===== src/rtl/core/sas_pkg.sv =====
// ----------------------------------------------------------------------------
// Sprite animation sequencer package
// Shared constants, codes, state types and helpers of the frame sequencer.
// ----------------------------------------------------------------------------
package sas_pkg;

  localparam int unsigned MaxFramesDef = 16;
  localparam int unsigned NumStatesDef = 6;
  localparam int unsigned NumDirsDef   = 4;

  localparam int unsigned LenW   = 5;
  localparam int unsigned DurW   = 24;
  localparam int unsigned TimeW  = 32;
  localparam int unsigned SpeedW = 16;
  localparam int unsigned ProdW  = DurW + SpeedW;

  localparam logic [SpeedW-1:0] SpeedReset = 16'd256;
  localparam logic [SpeedW-1:0] SpeedUnity = 16'd256;
  localparam logic [DurW-1:0]   DurMinKeep = 24'd66;
  localparam logic [DurW-1:0]   DurDefault = 24'd6554;

  typedef enum logic [2:0] {
    OP_LOAD_CLIP = 3'd0,
    OP_LOAD_DUR  = 3'd1,
    OP_PLAY      = 3'd2,
    OP_TICK      = 3'd3,
    OP_PAUSE     = 3'd4,
    OP_RESUME    = 3'd5,
    OP_REWIND    = 3'd6
  } sas_op_e;

  typedef enum logic [1:0] {
    MODE_PLAYING  = 2'd0,
    MODE_PAUSED   = 2'd1,
    MODE_FINISHED = 2'd2
  } sas_mode_e;

  typedef enum logic [3:0] {
    S_CLEAR,
    S_IDLE,
    S_TADD,
    S_RD,
    S_CMP,
    S_SUMRD,
    S_SUM,
    S_DIVGO,
    S_DIV,
    S_RESULT
  } sas_state_e;

  typedef struct packed {
    logic       found;
    logic [2:0] st;
    logic [1:0] dir;
  } sas_hit_t;

  // Short stored durations stand for the default of one tenth of a second.
  function automatic logic [DurW-1:0] eff_dur(input logic [DurW-1:0] v);
    eff_dur = (v < DurMinKeep) ? DurDefault : v;
  endfunction

endpackage


===== src/rtl/core/sas_search.sv =====
// ----------------------------------------------------------------------------
// Clip search
// Resolves a requested state and direction to a loaded clip by fallback order.
// ----------------------------------------------------------------------------
module sas_search import sas_pkg::*; #(
  parameter int unsigned NumStates = NumStatesDef,
  parameter int unsigned NumDirs   = NumDirsDef,
  localparam int unsigned NumClips = NumStates * NumDirs
) (
  input  logic [NumClips-1:0] valid_i,
  input  logic [2:0]          st_i,
  input  logic [1:0]          dir_i,
  output sas_hit_t            hit_o
);

  logic     st_ok, dir_ok;
  logic     exact, idle_dir, sfound, afound;
  logic [1:0] sdir;
  logic [2:0] ast;
  logic [1:0] adir;

  always_comb begin
    st_ok  = 32'(st_i) < NumStates;
    dir_ok = 32'(dir_i) < NumDirs;
    exact  = 1'b0;
    if (st_ok && dir_ok) begin
      exact = valid_i[32'(st_i) * NumDirs + 32'(dir_i)];
    end
    idle_dir = 1'b0;
    if (dir_ok) begin
      idle_dir = valid_i[32'(dir_i)];
    end
    // Lowest direction of the requested state wins.
    sfound = 1'b0;
    sdir   = 2'd0;
    for (int j = NumDirs - 1; j >= 0; j--) begin
      if (st_ok && valid_i[32'(st_i) * NumDirs + 32'(j)]) begin
        sfound = 1'b1;
        sdir   = 2'(j);
      end
    end
    afound = 1'b0;
    ast    = 3'd0;
    adir   = 2'd0;
    for (int i = NumClips - 1; i >= 0; i--) begin
      if (valid_i[i]) begin
        afound = 1'b1;
        ast    = 3'(i / NumDirs);
        adir   = 2'(i % NumDirs);
      end
    end

    hit_o.found = 1'b1;
    hit_o.st    = st_i;
    hit_o.dir   = dir_i;
    if (exact) begin
      hit_o.found = 1'b1;
    end else if (sfound) begin
      hit_o.dir = sdir;
    end else if (idle_dir) begin
      hit_o.st = 3'd0;
    end else if (valid_i[0]) begin
      hit_o.st  = 3'd0;
      hit_o.dir = 2'd0;
    end else if (afound) begin
      hit_o.st  = ast;
      hit_o.dir = adir;
    end else begin
      hit_o.found = 1'b0;
    end
  end

endmodule


===== config.mk =====
export PLATFORM = sky130hd
export DESIGN_NAME = sas_search
export DESIGN_NICKNAME = d
export VERILOG_FILES = /design/src/rtl/core/sas_pkg.sv /design/src/rtl/core/sas_search.sv
export SDC_FILE = /design/constraint.sdc
export NUM_CORES = 1
export LEC_CHECK = 0
export BUFFER_PORTS_ARGS = -buffer_cell sky130_fd_sc_hd__buf_2
export CAP_MARGIN = 5
export CORE_MARGIN = 1.5
export CORE_UTILIZATION = 56
export DETAILED_ROUTE_END_ITERATION = 7
export GPL_ROUTABILITY_DRIVEN = 0
export PLACE_DENSITY = 0.94
export SYNTH_ARGS = -nofsm -noshare
export SYNTH_HDL_FRONTEND = slang
export SYNTH_SLANG_ARGS = --single-unit

===== constraint.sdc =====
create_clock -name vclk -period 3.5
set_clock_uncertainty 0.05 [all_clocks]
set_input_delay 0.35 -clock vclk [all_inputs]
set_output_delay 0.35 -clock vclk [all_outputs]
set_load 0.005 [all_outputs]

==> metrics.txt <==
Leak 0.4377 nW; Ys Warns 0; # clk buffers 0; Setup Fix Bufs, Post-CTS 0; Setup Viol. Count Final 0; seq_cells 0; crit path from st_i[0]; initial antenna violation count 0; Synth Area per Inst 7.817 um2; Final Hold Violating Endpoints 0; Inserted Diodes 0; Worst Slack Setup Final 0.6271 ns; DRT Pass-1 Iters 4; port bufs 35; row count 14; Setup TNS 0 ns; Pwr Total 0.1432 mW; Seq/Total Area, Yosys 0; Slew HR 0.5620; cell family with most CP delay compound AO/OA/AOI/OAI gates; synth-to-layout area growth 17.28%; Hold Crit Depth 3; largest cells by area after synthesis mux2_2 (15%), mux4_2 (13%), nor4_1 (5.0%); DR vias/cell 6.738; Synth top area share 0.1530; DP Area 1036 um2; Synthesized Nets 142; hold_ws 1.005 ns; largest net degree at the start of global routing 17; most frequent cells in the layout buf_2 (35), mux2_2 (12), nor2_1 (11); most common cell after layout, fill and taps aside buf_2; Die Wd 42.72 um; run status completed; Critical Path RT 3.10 ns; Peak supply drop 0.00007151 V; Die Area 1825 um2; Die Height 42.72 um; GRT overflow 0; Worst Min Path Start st_i[1]; Arr. time, crit path 2.47 ns; post-route cell area 1036 um2; cell taking the most area after synthesis mux2_2; Vias 1,078; CP Launch Type input pin; Slowest-stage cell, CP a222oi_1; core area 1489 um2; mapped cell area 883.3 um2; Worst path depth 8; critical path class input pin to primary output; power density over the cells 138.2 nW/um2; Antenna Nets Post-Route 0; setup repair after global routing missed its margin no; Unique masters post-synth 45; Crit path largest cell delay 0.44 ns; share of layout cells above drive strength 1 0.4028; max-cap violations 0; post-layout util 0.6958; post-CTS sizing 0; Critical path buffers and inverters 2; critical-path maximum fanout 16; # DRC 0; CP endpoint kind primary output; Tot GR Track Use 0.2930; Post-Layout Cell Count 160; cell count after synthesis 113; DRT iter0 DRCs 63; max-slew violations 0; HP Class input pin to primary output; wire length per cell 16.58 um; transition time of the tightest slew-check pin 0.6510 ns; NumNets Final 175; detailed placement HPWL 2119 um; Boundary Pins 35; clock period minus worst slack 2.873 ns; vias in the first global route 1,012; number of cells after detailed placement 160; max frequency 0.3481 GHz; CTS hold repair buffers 0; register area 0 um2; global-route wire length before repair 4264 um; pre-CTS setup slack 0.6720 ns; Routed WL 2652 um; Final Cycle Share 0.8208; cell mode on critical path buf_2; crit-path cells buf_2 -> mux2_2 -> a222oi_1 -> nand3_1 -> a2111oi_2 -> a221oi_1 -> o22ai_1 -> buf_2; Initial Utilization 0.5933
[metal layers]
layer  routed length (um)  GRT usage  vias up
li1                     -          -      523
met1                 1151     0.3948      513
met2                 1321     0.5242       40
met3                  158    0.01277        2
met4                   21    0.03750        0
met5                    0          0        -
[tightest hold or removal path: stages]
cell and delay, ns:
buf_2 0.12, a22o_1 0.13, buf_2 0.10
[power by group]
group / internal, mW / switching [mW]
Combinational: 0.0679 / 0.0752
Sequential: 0 / 0
Clock: 0 / 0
Total: 0.0679 / 0.0752
[worst paths after layout]
kind,to
worst max-delay path,hit_o[0]
worst min-delay path,hit_o[3]
[cells in the mapped netlist (2+ instances only)]
library cell / number
and2b_2: 2
o31ai_1: 4
inv_1: 8
nor4_1: 7
nand2_1: 9
o21a_1: 2
a21oi_1: 6
nor2_1: 11
o21ai_0: 2
a221oi_1: 2
mux2_2: 12
nor3_1: 2
mux4_2: 5
a222oi_1: 2
a21boi_0: 2
mux2i_1: 4
a22oi_1: 3
nand3_1: 2
o31a_1: 2
[kinds of logic after synthesis]
| family | Yosys count | synth area share |
|---|---|---|
| AND/OR/NAND/NOR | 43 | 0.2607 |
| AO/OA/AOI/OAI | 35 | 0.3017 |
| multiplexers | 23 | 0.3555 |
| buffers and inverters | 12 | 0.08215 |
[area by class of cell]
cell class,count,area (um2)
inverter,8,30.03
timing repair buffer,35,175.2
tap,16,20.02
fill,118,452.9
multi-input combinational,101,810.8
(Power assumes the default switching activity.)
