--- src/rtl/core/sas_pkg.sv ---
// ----------------------------------------------------------------------------
// Sprite animation sequencer package
// Shared constants, codes, state types and helpers of the frame sequencer.
// ----------------------------------------------------------------------------
package sas_pkg;

  localparam int unsigned MaxFramesDef = 16;
  localparam int unsigned NumStatesDef = 6;
  localparam int unsigned NumDirsDef   = 4;

  localparam int unsigned LenW   = 5;
  localparam int unsigned DurW   = 24;
  localparam int unsigned TimeW  = 32;
  localparam int unsigned SpeedW = 16;
  localparam int unsigned ProdW  = DurW + SpeedW;

  localparam logic [SpeedW-1:0] SpeedReset = 16'd256;
  localparam logic [SpeedW-1:0] SpeedUnity = 16'd256;
  localparam logic [DurW-1:0]   DurMinKeep = 24'd66;
  localparam logic [DurW-1:0]   DurDefault = 24'd6554;

  typedef enum logic [2:0] {
    OP_LOAD_CLIP = 3'd0,
    OP_LOAD_DUR  = 3'd1,
    OP_PLAY      = 3'd2,
    OP_TICK      = 3'd3,
    OP_PAUSE     = 3'd4,
    OP_RESUME    = 3'd5,
    OP_REWIND    = 3'd6
  } sas_op_e;

  typedef enum logic [1:0] {
    MODE_PLAYING  = 2'd0,
    MODE_PAUSED   = 2'd1,
    MODE_FINISHED = 2'd2
  } sas_mode_e;

  typedef enum logic [3:0] {
    S_CLEAR,
    S_IDLE,
    S_TADD,
    S_RD,
    S_CMP,
    S_SUMRD,
    S_SUM,
    S_DIVGO,
    S_DIV,
    S_RESULT
  } sas_state_e;

  typedef struct packed {
    logic       found;
    logic [2:0] st;
    logic [1:0] dir;
  } sas_hit_t;

  // Short stored durations stand for the default of one tenth of a second.
  function automatic logic [DurW-1:0] eff_dur(input logic [DurW-1:0] v);
    eff_dur = (v < DurMinKeep) ? DurDefault : v;
  endfunction

endpackage

--- src/rtl/core/sas_mod.sv ---
// ----------------------------------------------------------------------------
// Remainder unit
// Restoring bit-serial remainder of a 32-bit value, one bit per cycle.
// ----------------------------------------------------------------------------
module sas_mod import sas_pkg::*; (
  input  logic             clk_i,
  input  logic             rst_ni,
  input  logic             start_i,
  input  logic [TimeW-1:0] num_i,
  input  logic [TimeW-1:0] den_i,
  output logic             done_o,
  output logic [TimeW-1:0] rem_o
);

  logic [TimeW:0]   rem_q, rem_d, trial;
  logic [TimeW-1:0] num_q, num_d, den_q, den_d;
  logic [5:0]       cnt_q, cnt_d;
  logic             busy_q, busy_d, done_q, done_d;

  always_comb begin
    rem_d  = rem_q;
    num_d  = num_q;
    den_d  = den_q;
    cnt_d  = cnt_q;
    busy_d = busy_q;
    done_d = 1'b0;
    trial  = {rem_q[TimeW-1:0], num_q[TimeW-1]};
    if (start_i) begin
      rem_d  = '0;
      num_d  = num_i;
      den_d  = den_i;
      cnt_d  = 6'(TimeW);
      busy_d = 1'b1;
    end else if (busy_q) begin
      rem_d = (trial >= {1'b0, den_q}) ? trial - {1'b0, den_q} : trial;
      num_d = {num_q[TimeW-2:0], 1'b0};
      cnt_d = cnt_q - 6'd1;
      if (cnt_q == 6'd1) begin
        busy_d = 1'b0;
        done_d = 1'b1;
      end
    end
  end

  always_ff @(posedge clk_i or negedge rst_ni) begin
    if (!rst_ni) begin
      busy_q <= 1'b0;
      done_q <= 1'b0;
      cnt_q  <= '0;
    end else begin
      busy_q <= busy_d;
      done_q <= done_d;
      cnt_q  <= cnt_d;
    end
  end

  always_ff @(posedge clk_i) begin
    rem_q <= rem_d;
    num_q <= num_d;
    den_q <= den_d;
  end

  assign done_o = done_q;
  assign rem_o  = rem_q[TimeW-1:0];

endmodule

--- config.mk ---
export PLATFORM = sky130hd
export DESIGN_NAME = sas_mod
export DESIGN_NICKNAME = d
export VERILOG_FILES = /design/src/rtl/core/sas_pkg.sv /design/src/rtl/core/sas_mod.sv
export SDC_FILE = /design/constraint.sdc
export NUM_CORES = 1
export LEC_CHECK = 0
export BUFFER_PORTS_ARGS = -buffer_cell sky130_fd_sc_hd__buf_2
export CORE_ASPECT_RATIO = 1.4
export CORE_MARGIN = 5
export CORE_UTILIZATION = 50
export CTS_CLUSTER_SIZE = 30
export DETAILED_ROUTE_END_ITERATION = 6
export PLACE_DENSITY = 0.84
export SETUP_SLACK_MARGIN = 0.05
export SLEW_MARGIN = 20
export SYNTH_ARGS = -nofsm -noshare
export SYNTH_HDL_FRONTEND = slang
export SYNTH_SLANG_ARGS = --single-unit
--- constraint.sdc ---
create_clock -name clk_i -period 8.4 [get_ports clk_i]
set_input_delay 0.84 -clock clk_i [delete_from_list [all_inputs] [get_ports clk_i]]
set_output_delay 0.84 -clock clk_i [all_outputs]
set_load 0.005 [all_outputs]
==> impl_table.tex <==
\begin{tabular}{lr}
\hline
Metric & Value \\
\hline
\multicolumn{2}{l}{\textbf{Run status}} \\
Result of the run & finished, final reports clean \\
\multicolumn{2}{l}{\textbf{Setup path}} \\
Data arrival, critical path & 3.61 ns \\
Critical path's slowest cell & sky130\_fd\_sc\_hd\_\_a2bb2oi\_4 \\
Buffers \& Inverters on Critical Path & 2 \\
Worst-path cell chain & inv\_1 -> ha\_1 -> and2\_1 -> nand3\_1 -> a211o\_1 -> o21a\_1 -> o21ai\_2 -> a2bb2oi\_4 -> buf\_4 -> nor3\_1 -> a311o\_1 \\
Top Family by Delay on Critical Path & compound AO/OA/AOI/OAI gates \\
Kind of start point of the critical path & flip-flop \\
Req. time, crit path & around 8.6 ns \\
Slowest cell delay on critical path & 0.55 ns \\
Category of the most critical setup path & reg -> reg \\
Critical Path End Type & flip-flop \\
Peak fanout along the critical path & 22 \\
\multicolumn{2}{l}{\textbf{Power}} \\
Total Power Consumption & 1438 µW \\
Power density over the cells & 206.7 mW/mm² \\
Leakage dissipation & around 0.003 µW \\
Maximum vdd ir drop & 162.8 µV \\
\multicolumn{2}{l}{\textbf{CTS}} \\
Clock latency reported for the late side of the worst-skew pair & between 0.3 and 0.4 ns \\
Library cell used as clock root buffer & sky130\_fd\_sc\_hd\_\_clkbuf\_16 \\
Number of gates resized after CTS & 0 \\
Number of sinks driven by the clock tree & 104 \\
Number of buffers created by CTS & 9 \\
Total of hold buffers inserted after clock tree synthesis & 0 \\
CTS tree & done \\
Bufs on Longest Clock Path & 2 \\
Clock slew seen by the registers of the worst setup and hold paths & 0.08 ns \\
Post-CTS setup buffers & 0 \\
Depth of the CTS H-tree & 3 \\
\multicolumn{2}{l}{\textbf{Die}} \\
Total I/O pin count & 100 \\
Num rows & 47 \\
Effective utilization at floorplan & about half \\
Die area & 0.01442 mm² \\
Vertical die dimension & between 100 and 150 µm \\
Area of the core region & 0.01182 mm² \\
Horizontal extent of the die & 102.9 µm \\
\multicolumn{2}{l}{\textbf{Cells and area}} \\
Final non-filler cell total & 800 \\
Number of fill cells in the layout & roughly 1000 \\
Finished Cell Area & 0.006957 mm² \\
Share of layout cells above drive strength 1 & 25.42\% \\
Growth of design area from synthesis to finish & 15.04\% \\
Antenna diodes & 0 \\
Nets & 750 \\
Area taken by multi-input logic gates & between 0.003 and 0.004 mm² \\
Storage element area & roughly 0.0028 mm² \\
\multicolumn{2}{l}{\textbf{Yosys}} \\
Synthesized net count & 665 \\
Gate Count Post-Synth & 563 \\
Count of yosys warnings during synthesis & 0 \\
Count of different cell masters after synthesis & 66 \\
Synthesized-area fraction occupied by ao, oa, aoi and oai cells & between 10\% and 20\% \\
Post-synthesis sequential element count & roughly 100 \\
Most common flop cell mapped by yosys & sky130\_fd\_sc\_hd\_\_edfxtp\_1 \\
Fraction of registers with async set or reset after synthesis & 7.692\% \\
Post-synthesis adder-cell area fraction & 7.366\% \\
Proportion of synthesized area in mux cells & 10.26\% \\
Library cell with the highest instance count after synthesis & sky130\_fd\_sc\_hd\_\_edfxtp\_1 \\
Share of the synthesized area in the top cell type & a little under a third \\
Top cells by area in the synthesized netlist & sky130\_fd\_sc\_hd\_\_edfxtp\_1, sky130\_fd\_sc\_hd\_\_dfxtp\_1, sky130\_fd\_sc\_hd\_\_ha\_1, sky130\_fd\_sc\_hd\_\_mux2\_2, sky130\_fd\_sc\_hd\_\_mux2i\_1 \\
Main combinational cell family by area after synthesis & compound AO/OA/AOI/OAI gates \\
Simple-Gate Fraction of Synth Area & 11.67\% \\
Most numerous cell types in the synthesized netlist & sky130\_fd\_sc\_hd\_\_edfxtp\_1, sky130\_fd\_sc\_hd\_\_nor2\_1, sky130\_fd\_sc\_hd\_\_inv\_1 \\
Post-synthesis share of cell area spent on xor and xnor gates & 4.490\% \\
Post-synthesis average cell area & $\sim$11 µm² \\
Sequential element share of the synthesized area & between 40\% and 50\% \\
Count of flip-flops with a built-in enable after synthesis & 64 \\
Area leader, netlist & sky130\_fd\_sc\_hd\_\_edfxtp\_1 \\
Summed instance area of the synthesized netlist & 0.006047 mm² \\
\multicolumn{2}{l}{\textbf{Timing}} \\
Final setup viols & 0 \\
Max Clock Freq & 295.6 MHz \\
Worst relative slew slack & 45.87\% \\
Fin Hold WS & roughly 0.32 ns \\
Shortest clock period the worst path allows after layout & 3.383 ns \\
Summed negative setup slack over all endpoints & 0 ns \\
Worst clock skew on the final layout & 0.01271 ns \\
Ratio of final minimum period to clock period & between 40\% and 50\% \\
Unrepaired setup endpoints after global routing & no \\
Number of pins exceeding their max-slew limit in the final report & 0 \\
Final hold violation count & 0 \\
Least-Margin Pin Slew & 0.8120 ns \\
\multicolumn{2}{l}{\textbf{GRT}} \\
Global-route wire length before repair & 22.38 mm \\
Total gr overflow & 0 \\
GR Util All Layers & 19.13\% \\
Pin count of the biggest net entering global routing & 73 \\
Vias in the first global route & 4781 \\
Number of antenna violations at the first check in global routing & 0 \\
\multicolumn{2}{l}{\textbf{Drt}} \\
Remaining antenna violation count after routing & 0 \\
Detailed Route WL & 13.23 mm \\
Residual DRC count & 0 \\
Vias/cell & 5.743 \\
WL/cell & 16.53 µm \\
Routed vias & 4594 \\
1st-pass router iterations & 5 \\
Initial detailed-routing violation count & 187 \\
\multicolumn{2}{l}{\textbf{Placed design}} \\
Final weighted congestion of routability-driven global placement & 0.9199 \\
Placement-stage cell area & 0.006631 mm² \\
Post-DP HPWL & 9.840 mm \\
\# placed instances & between 700 and 800 \\
Port bufs & a little under 100 \\
\multicolumn{2}{l}{\textbf{Flow run}} \\
Maximum capacitance violations & 0 \\
\multicolumn{2}{l}{\textbf{Hold path}} \\
Classification of the worst-slack hold path & in -> async \\
\hline
\end{tabular}
==> power by group <==
part	internal [µW]	total, µW	switching, µW
Clock	240	442	202
Combinational	157	350	193
Sequential	609	646	36.9
==> placed cells by master (no fill, tap or decap), types with 15 or more instances in the layout <==
cell type / instances
sky130_fd_sc_hd__a21o_1: 16
sky130_fd_sc_hd__ha_1: 34
sky130_fd_sc_hd__nor2_1: 48
sky130_fd_sc_hd__mux2i_1: 26
sky130_fd_sc_hd__a211oi_1: 25
sky130_fd_sc_hd__buf_2: 98
sky130_fd_sc_hd__dfxtp_1: 32
sky130_fd_sc_hd__mux2_2: 31
sky130_fd_sc_hd__nand2_1: 15
sky130_fd_sc_hd__xnor2_1: 19
sky130_fd_sc_hd__edfxtp_1: 64
sky130_fd_sc_hd__a21oi_1: 26
sky130_fd_sc_hd__inv_1: 42
==> metal layers <==
metal | vias to the layer above | GRT usage, % | wire length (µm)
li1 | 2248 | - | -
met1 | 2203 | 22.27 | 5178
met2 | 117 | 33.95 | 7037
met3 | 26 | 4.428 | 727
met4 | 0 | 6.276 | 283
met5 | - | 0 | 0
==> sequential cells by signal, summed over array words and instances (netlist names) <==
name,cells
done_o,1
den_q,32
num_q,32
cnt_q,6
rem_q,32
busy_q,1
==> kinds of logic after synthesis <==
logic type / count (synthesis)
xor gates and xnor gates: 31
muxes: 58
AOI/OAI and AO/OA: 129
DFF: 104
buffers and inverters: 71
and+or+nand+nor: 135
adders and majority gates: 35
==> worst paths after layout <==
| path | from | end | slack, ns | cells after the start |
|---|---|---|---|---|
| setup / recovery | den_q[12] | rem_q[23] | 5.02 | 11 |
| max in group asynchronous | rst_ni | busy_q | 7.90 | 1 |
| min in group clk_i | rem_q[6] | rem_q[6] | 0.52 | 2 |
| setup reg to reg | den_q[12] | rem_q[23] | 5.02 | 11 |
| hold / removal | rst_ni | cnt_q[1] | 0.32 | 1 |
| hold reg to reg | rem_q[6] | rem_q[6] | 0.52 | 2 |
==> metrics by stage <==
step / worst slack, ns / utilization (%)
after global routing: 4.817 / 58.85
after floorplan: 5.507 / -
after CTS: 4.961 / 58.85
final: 5.017 / 58.85
after detailed placement: 5.042 / 56.10
after global placement: 5.121 / 56.10
==> area by class of cell <==
cell class / instances / area share, %
multi-input cells: 388 / 43.15
flip-flops and latches: 104 / 39.73
repair buffers: 102 / 7.482
clock buffers: 9 / 3.237
well taps: 147 / 2.644
inverters: 43 / 2.320
clock inverters: 7 / 1.439
Power figures use the tool's default switching activity.
