**src/rtl/core/sas_ram.sv**
```systemverilog
// ----------------------------------------------------------------------------
// Generic RAM
// One write port and one read port with registered read data.
// ----------------------------------------------------------------------------
module sas_ram #(
  parameter int unsigned Width = 8,
  parameter int unsigned Depth = 16,
  localparam int unsigned AddrW = (Depth > 1) ? $clog2(Depth) : 1
) (
  input  logic             clk_i,
  input  logic             we_i,
  input  logic [AddrW-1:0] waddr_i,
  input  logic [Width-1:0] wdata_i,
  input  logic [AddrW-1:0] raddr_i,
  output logic [Width-1:0] rdata_o
);

  logic [Width-1:0] mem_q [Depth];
  logic [Width-1:0] rdata_q;

  always_ff @(posedge clk_i) begin
    if (we_i) begin
      mem_q[waddr_i] <= wdata_i;
    end
    rdata_q <= mem_q[raddr_i];
  end

  assign rdata_o = rdata_q;

endmodule

```
**config.mk**
```make
export PLATFORM = sky130hd
export DESIGN_NAME = sas_ram
export DESIGN_NICKNAME = d
export VERILOG_FILES = /design/src/rtl/core/sas_ram.sv
export SDC_FILE = /design/constraint.sdc
export NUM_CORES = 1
export LEC_CHECK = 0
export ABC_AREA = 1
export ABC_CLOCK_PERIOD_IN_PS = 1850
export BUFFER_PORTS_ARGS = -buffer_cell sky130_fd_sc_hd__clkbuf_2
export CAP_MARGIN = 10
export CELL_PAD_IN_SITES_DETAIL_PLACEMENT = 0
export CELL_PAD_IN_SITES_GLOBAL_PLACEMENT = 1
export CORE_ASPECT_RATIO = 1.2
export CORE_UTILIZATION = 50
export DETAILED_ROUTE_END_ITERATION = 7
export MAX_ROUTING_LAYER = met4
export PLACE_DENSITY = 0.86
export SYNTH_ARGS = -nofsm -noshare
export SYNTH_HDL_FRONTEND = slang
export SYNTH_SLANG_ARGS = --single-unit
```
**constraint.sdc**
```tcl
create_clock -name clk_i -period 1.85 [get_ports clk_i]
set_input_delay 0.37 -clock clk_i [delete_from_list [all_inputs] [get_ports clk_i]]
set_output_delay 0.37 -clock clk_i [all_outputs]
set_load 0.02 [all_outputs]
```
==> results.json, run 1 <==
{
  "ys_top_cells_by_count": "173 x nand2_1, 128 x edfxtp_1, 100 x inv_1",
  "total_power_w": 0.00761,
  "start_util_pct": 51.8,
  "wl_met2_um": 5900,
  "drv.max_cap_violation_count": 0,
  "crit_fanout": 1,
  "clock_latency_ns": 0.42,
  "die_height_um": 120,
  "status": "finished clean",
  "dieArea_mm2": 0.0120,
  "core_area_mm2": 0.0111,
  "cts-root-buf": "clkbuf_16",
  "critPathKind": "flop to primary output",
  "max_freq_mhz": 765,
  "wl_met1_um": 4640,
  "via_count": 3711,
  "antennaDiodeCount": 0,
  "setup_viol": 0,
  "netlist_area_mm2": 0.00577,
  "async_flop_share_pct": 0,
  "ys.flop_type": "edfxtp_1",
  "grt_setup_unrepaired": "false",
  "htreeDepth": 4,
  "cts.clk_slew.worst_paths_ns": 0.06,
  "grt-ovfl-total": 0,
  "cp-start-kind": "flop",
  "syn_avg_cell_area_um2": 10.5,
  "whs_endpoint": "rdata_o[3]",
  "ys_seq_area_share_pct": 69.4,
  "first_global_vias": 3681,
  "maxSlewHeadroom_pct": 59.4,
  "clkPwrFrac_pct": 49.0,
  "setup_tns_ns": 0,
  "grt_max_degree": 65,
  "port_buffers": 25,
  "slowest_delay_ns": 0.35,
  "cts_buffer_depth": 2,
  "cts_buffers": 17,
  "detailedPlace.worstSlack_ns": 0.428,
  "ctsHoldBuffers": 0,
  "cts_setup_buffers": 0,
  "dr.pass1.iters": 5,
  "path_delay_family": "flip-flops",
  "worstSetupEndpointType": "primary output",
  "power_frac_comb_pct": 5.5,
  "layout_min_cycle_time_ns": 1.31,
  "stdcell_area_mm2": 0.00679,
  "stdcell_count": 761,
  "worst_slack_ns": 0.544,
  "yosysWarnings": 0,
  "ys_types": 12,
  "routed_wl_um": 11300,
  "slew_violations": 0,
  "tritoncts": "yes",
  "antenna_found_initial": 0,
  "internal_power_w": 0.00609,
  "tightest_slew_ns": 0.609,
  "post-route-period-util_pct": 70.6,
  "drtAntennaViolNets": 0,
  "wl_met3_um": 488,
  "yosys.area.top_type": "edfxtp_1",
  "hold_depth": 3,
  "worst_clock_skew_ns": 0.00466,
  "path_cells": "clkbuf_2",
  "dr.first_iter.drc_count": 217,
  "grt_pass1_wl_um": 18300,
  "viasPerCell": 4.88,
  "dp.cells": 729,
  "io_pins": 26,
  "syn2layout_area_growth_pct": 17.7,
  "hold_viol": 0,
  "dpl_cell_area_mm2": 0.00613,
  "place_congestion": 0.800,
  "required_ns": 1.48,
  "ys_ff_latch": 136,
  "worst-r2r-cell-count": 6,
  "row_count": 42,
  "worstHoldStart": "raddr_i[3]",
  "r2r-end": "rdata_o[5]",
  "ir_drop_mv": 0.752,
  "synth_top_area_share_pct": 66.7,
  "p_switching_w": 0.00153,
  "drive_gt1_share_pct": 13.0,
  "p_per_area_mw_per_mm2": 1120,
  "p_leak_nw": 2.97,
  "synth_cells": 551,
  "grt_use_total_pct": 21.6,
  "fin_nets": 612,
  "rrSetupSlack_ns": 0.85,
  "cp.arrival_ns": 0.94,
  "mappedNetlistNets": 569,
  "clock_sinks": 136,
  "dieWidth_um": 100,
  "routed.top_layer": "met4",
  "swShare_pct": 20.1,
  "synth_most_common_cell": "nand2_1",
  "slowest_stage": "dfxtp_1",
  "hold_class": "input port to flop",
  "wl_per_cell_um": 14.8,
  "synth.area.top_cells": "edfxtp_1 67%, nand2_1 11%, nand3_1 8.4%",
  "dpl.hpwl_um": 7120,
  "path_buf_inv": 1,
  "drc": 0,
  "r2r_start": "mem_q[1][5]",
  "synth_edf_count": 128,
  "p_seq_share_pct": 45.5,
  "cts-resized-gates": 0
}
==> stage by stage <==
step | hold WS [ns] | utilization [%]
CTS | 0.357 | 60.9
finish | 0.365 | 60.9
floorplan | 0.469 | -
detailed placement | 0.653 | 55.0
global route | 0.379 | 60.9
global placement | 0.637 | 55.0
==> per-layer routing <==
layer | global-route usage, % | vias up
met1 | 24.5 | 1741
met3 | 5.42 | 23
met2 | 36.0 | 91
li1 | - | 1856
met4 | 9.69 | 0
met5 | - | -
==> cell type report <==
type,count,area (um2)
clock buffers,18,429
clock inverters,14,230
fillers,892,4350
inverters,102,383
multi-input cells,289,1210
flip-flops and latches,136,4000
well taps,154,193
repair buffers,48,335
==> registers in the layout, summed over array words and instances (netlist names) <==
name,count
mem_q,128
rdata_o,8
==> layout by cell type, fill, tap and decap left out <==
cell type	instances
nand2_1	173
edfxtp_1	128
inv_1	100
nand3_1	97
clkbuf_2	25
buf_4	20
nor2_1	17
clkbuf_16	17
dfxtp_1	8
bufinv_16	6
buf_12	3
inv_2	2
nand3b_1	2
clkinv_4	2
clkinv_2	2
clkinvlp_4	2
clkinv_1	2
clkbuf_1	1
==> logic make-up (layout without fill, tap and decap cells) <==
logic type / after synthesis / after routing / share of synthesized area, %
simple gates: 289 / 289 / 21.0
buf+inv: 126 / 182 / 9.52
flops: 136 / 136 / 69.4
==> how the worst max path moves through the flow <==
| stage | start | endpoint | slack [ns] | cells after the start |
|---|---|---|---|---|
| 4_1_cts | rdata_o[7] | rdata_o[7] | 0.53 | 1 |
| 2_1_floorplan | waddr_i[2] | mem_q[10][0] | 0.53 | 2 |
| 3_3_place_gp | raddr_i[1] | rdata_o[5] | 0.45 | 7 |
| 3_5_place_dp | raddr_i[0] | rdata_o[6] | 0.43 | 9 |
| 6_report | rdata_o[7] | rdata_o[7] | 0.54 | 1 |
| 5_1_grt | rdata_o[7] | rdata_o[7] | 0.49 | 1 |
==> worst reg2reg max path: stages (launching register included) <==
cell and delay [ns]:
edfxtp_1 0.39, inv_1 0.08, nand2_1 0.05, nand3_1 0.09
nand3_1 0.08, nand3_1 0.12, nand2_1 0.08
==> power groups by stage <==
stage          Combinational (W)  Sequential, W  Clock [W]
2_1_floorplan           0.000243        0.00355          0
3_3_place_gp            0.000407        0.00353          0
3_5_place_dp            0.000420        0.00353          0
4_1_cts                 0.000424        0.00347    0.00377
5_1_grt                 0.000470        0.00347    0.00390
6_report                0.000420        0.00346    0.00373
Note: power is estimated with default switching activity, not from simulation.
==> run 2: changes to the inputs <==
--- a/config.mk
+++ b/config.mk
@@ -6,16 +6,16 @@
 export NUM_CORES = 1
 export LEC_CHECK = 0
 export ABC_AREA = 1
-export ABC_CLOCK_PERIOD_IN_PS = 1850
+export ABC_CLOCK_PERIOD_IN_PS = 1250
 export BUFFER_PORTS_ARGS = -buffer_cell sky130_fd_sc_hd__clkbuf_2
 export CAP_MARGIN = 10
 export CELL_PAD_IN_SITES_DETAIL_PLACEMENT = 0
 export CELL_PAD_IN_SITES_GLOBAL_PLACEMENT = 1
 export CORE_ASPECT_RATIO = 1.2
-export CORE_UTILIZATION = 50
+export CORE_UTILIZATION = 49
 export DETAILED_ROUTE_END_ITERATION = 7
 export MAX_ROUTING_LAYER = met4
-export PLACE_DENSITY = 0.86
+export PLACE_DENSITY = 0.84
 export SYNTH_ARGS = -nofsm -noshare
 export SYNTH_HDL_FRONTEND = slang
 export SYNTH_SLANG_ARGS = --single-unit
==> constraint.sdc (replaced) <==
create_clock -name clk_i -period 1.25 [get_ports clk_i]
set_input_delay 0.25 -clock clk_i [delete_from_list [all_inputs] [get_ports clk_i]]
set_output_delay 0.25 -clock clk_i [all_outputs]
set_load 0.02 [all_outputs]
==> results.json, run 2 (same netlist as run 1, synthesis figures left out) <==
{
  "core_area_mm2": 0.0115,
  "slowest_delay_ns": 0.37,
  "routed_wl_um": 12800,
  "port_buffers": 25,
  "start_util_pct": 50.1,
  "dieWidth_um": 101,
  "wl_met2_um": 6400,
  "cts.clk_slew.worst_paths_ns": 0.06,
  "layout_min_cycle_time_ns": 1.22,
  "path_cells": "clkbuf_2",
  "wl_met3_um": 618,
  "setup_tns_ns": 0,
  "viasPerCell": 4.95,
  "slowest_stage": "dfxtp_1",
  "hold_viol": 0,
  "seq_area_mm2": 0.00400,
  "dr.pass1.iters": 4,
  "first_global_vias": 3672,
  "die_height_um": 121,
  "largest_reg_flops": 128,
  "cts-resized-gates": 0,
  "wl_per_cell_um": 16.6,
  "cp.arrival_ns": 0.97,
  "grt_pass1_wl_um": 20300,
  "dp.cells": 738,
  "critPathKind": "flop to primary output",
  "clock_sinks": 136,
  "crit_fanout": 1,
  "cp-start-kind": "flop",
  "grt_setup_unrepaired": "false",
  "grt_max_degree": 33,
  "maxSlewHeadroom_pct": 70.6,
  "tritoncts": "yes",
  "detailedPlace.worstSlack_ns": -0.149,
  "dieArea_mm2": 0.0122,
  "cts_setup_buffers": 0,
  "drc": 0,
  "worst_slack_ns": 0.0308,
  "setup_viol": 0,
  "routed.top_layer": "met4",
  "dpl.hpwl_um": 8170,
  "p_per_area_mw_per_mm2": 1630,
  "nFillCells": 967,
  "antennaDiodeCount": 0,
  "drtAntennaViolNets": 0,
  "path_buf_inv": 1,
  "cts_buffers": 17,
  "cts-root-buf": "clkbuf_16",
  "stdcell_count": 770,
  "slew_violations": 0,
  "via_count": 3809,
  "grt-ovfl-total": 0,
  "final_cell_mix": "173 x nand2_1, 128 x edfxtp_1, 100 x inv_1, 97 x nand3_1, 25 x clkbuf_2",
  "wl_met1_um": 5520,
  "tightest_slew_ns": 0.441,
  "drv.max_cap_violation_count": 0,
  "ir_drop_mv": 0.960,
  "dr.first_iter.drc_count": 300,
  "worst_clock_skew_ns": 0.00674,
  "layout_commonest_cell": "nand2_1",
  "hold_class": "input port to flop",
  "place_congestion": 0.856,
  "ctsHoldBuffers": 0,
  "post-route-period-util_pct": 97.5,
  "antenna_found_initial": 0,
  "clock_latency_ns": 0.41,
  "p_leak_nw": 3.00,
  "fin_nets": 618,
  "drive_gt1_share_pct": 14.0,
  "max_freq_mhz": 820,
  "htreeDepth": 4,
  "regMostFlops": "mem_q",
  "multi_input_comb_area_mm2": 0.00121,
  "status": "finished clean",
  "row_count": 43,
  "syn2layout_area_growth_pct": 18.8,
  "worstSetupEndpointType": "primary output",
  "io_pins": 26,
  "path_delay_family": "flip-flops",
  "cts_buffer_depth": 2,
  "required_ns": 1.00,
  "grt_use_total_pct": 24.1
}
-- run 2: cell types whose count changed in the layout (fill, tap and decap cells not counted) --
cell       before  now
bufinv_16       6    4
buf_12          3    5
clkinv_1        2    1
clkbuf_8        0    4
clkinv_2        2    0
inv_6           0    1
buf_4          20   24
-- run 2: final cells by class --
cell class	instances	share of cell area (%)
sequential	136	58.4
multi-input combinational	289	17.7
inverter	102	5.59
timing repair buffer	54	5.92
clock buffer	22	7.07
clock inverter	10	2.41
tap	157	2.87
-- run 2: where the power goes --
part           total [W]  switching, W  leakage [nW]  internal (W)
combinational   0.000683      0.000468          1.47      0.000214
clock            0.00537       0.00181         0.311       0.00356
sequential       0.00514     0.0000374          1.22       0.00510
total             0.0112       0.00232          3.00       0.00887
-- run 2: layer usage --
metal / global-route usage, % / up-vias
li1: - / 1872
met4: 7.88 / 0
met5: - / -
met1: 31.5 / 1808
met3: 5.49 / 22
met2: 37.5 / 107
-- run 2: final timing paths --
path,cells past startpoint,slack [ns],end,from
worst max register to register,6,0.26,rdata_o[6],mem_q[6][6]
worst max-delay path,1,0.03,rdata_o[2],rdata_o[2]
worst min-delay path,3,0.21,rdata_o[6],raddr_i[3]
worst min register to register,6,0.68,rdata_o[0],mem_q[2][0]
-- run 2: stage by stage --
step | hold slack [ns] | util, % | instance area [um2] | power (W)
floorplan | 0.349 | - | 5770 | 0.00561
global placement | 0.633 | 53.9 | 6200 | 0.00590
detailed placement | 0.637 | 53.9 | 6200 | 0.00592
CTS | 0.208 | 59.5 | 6850 | 0.0112
global route | 0.231 | 59.5 | 6850 | 0.0115
finish | 0.215 | 59.5 | 6850 | 0.0112
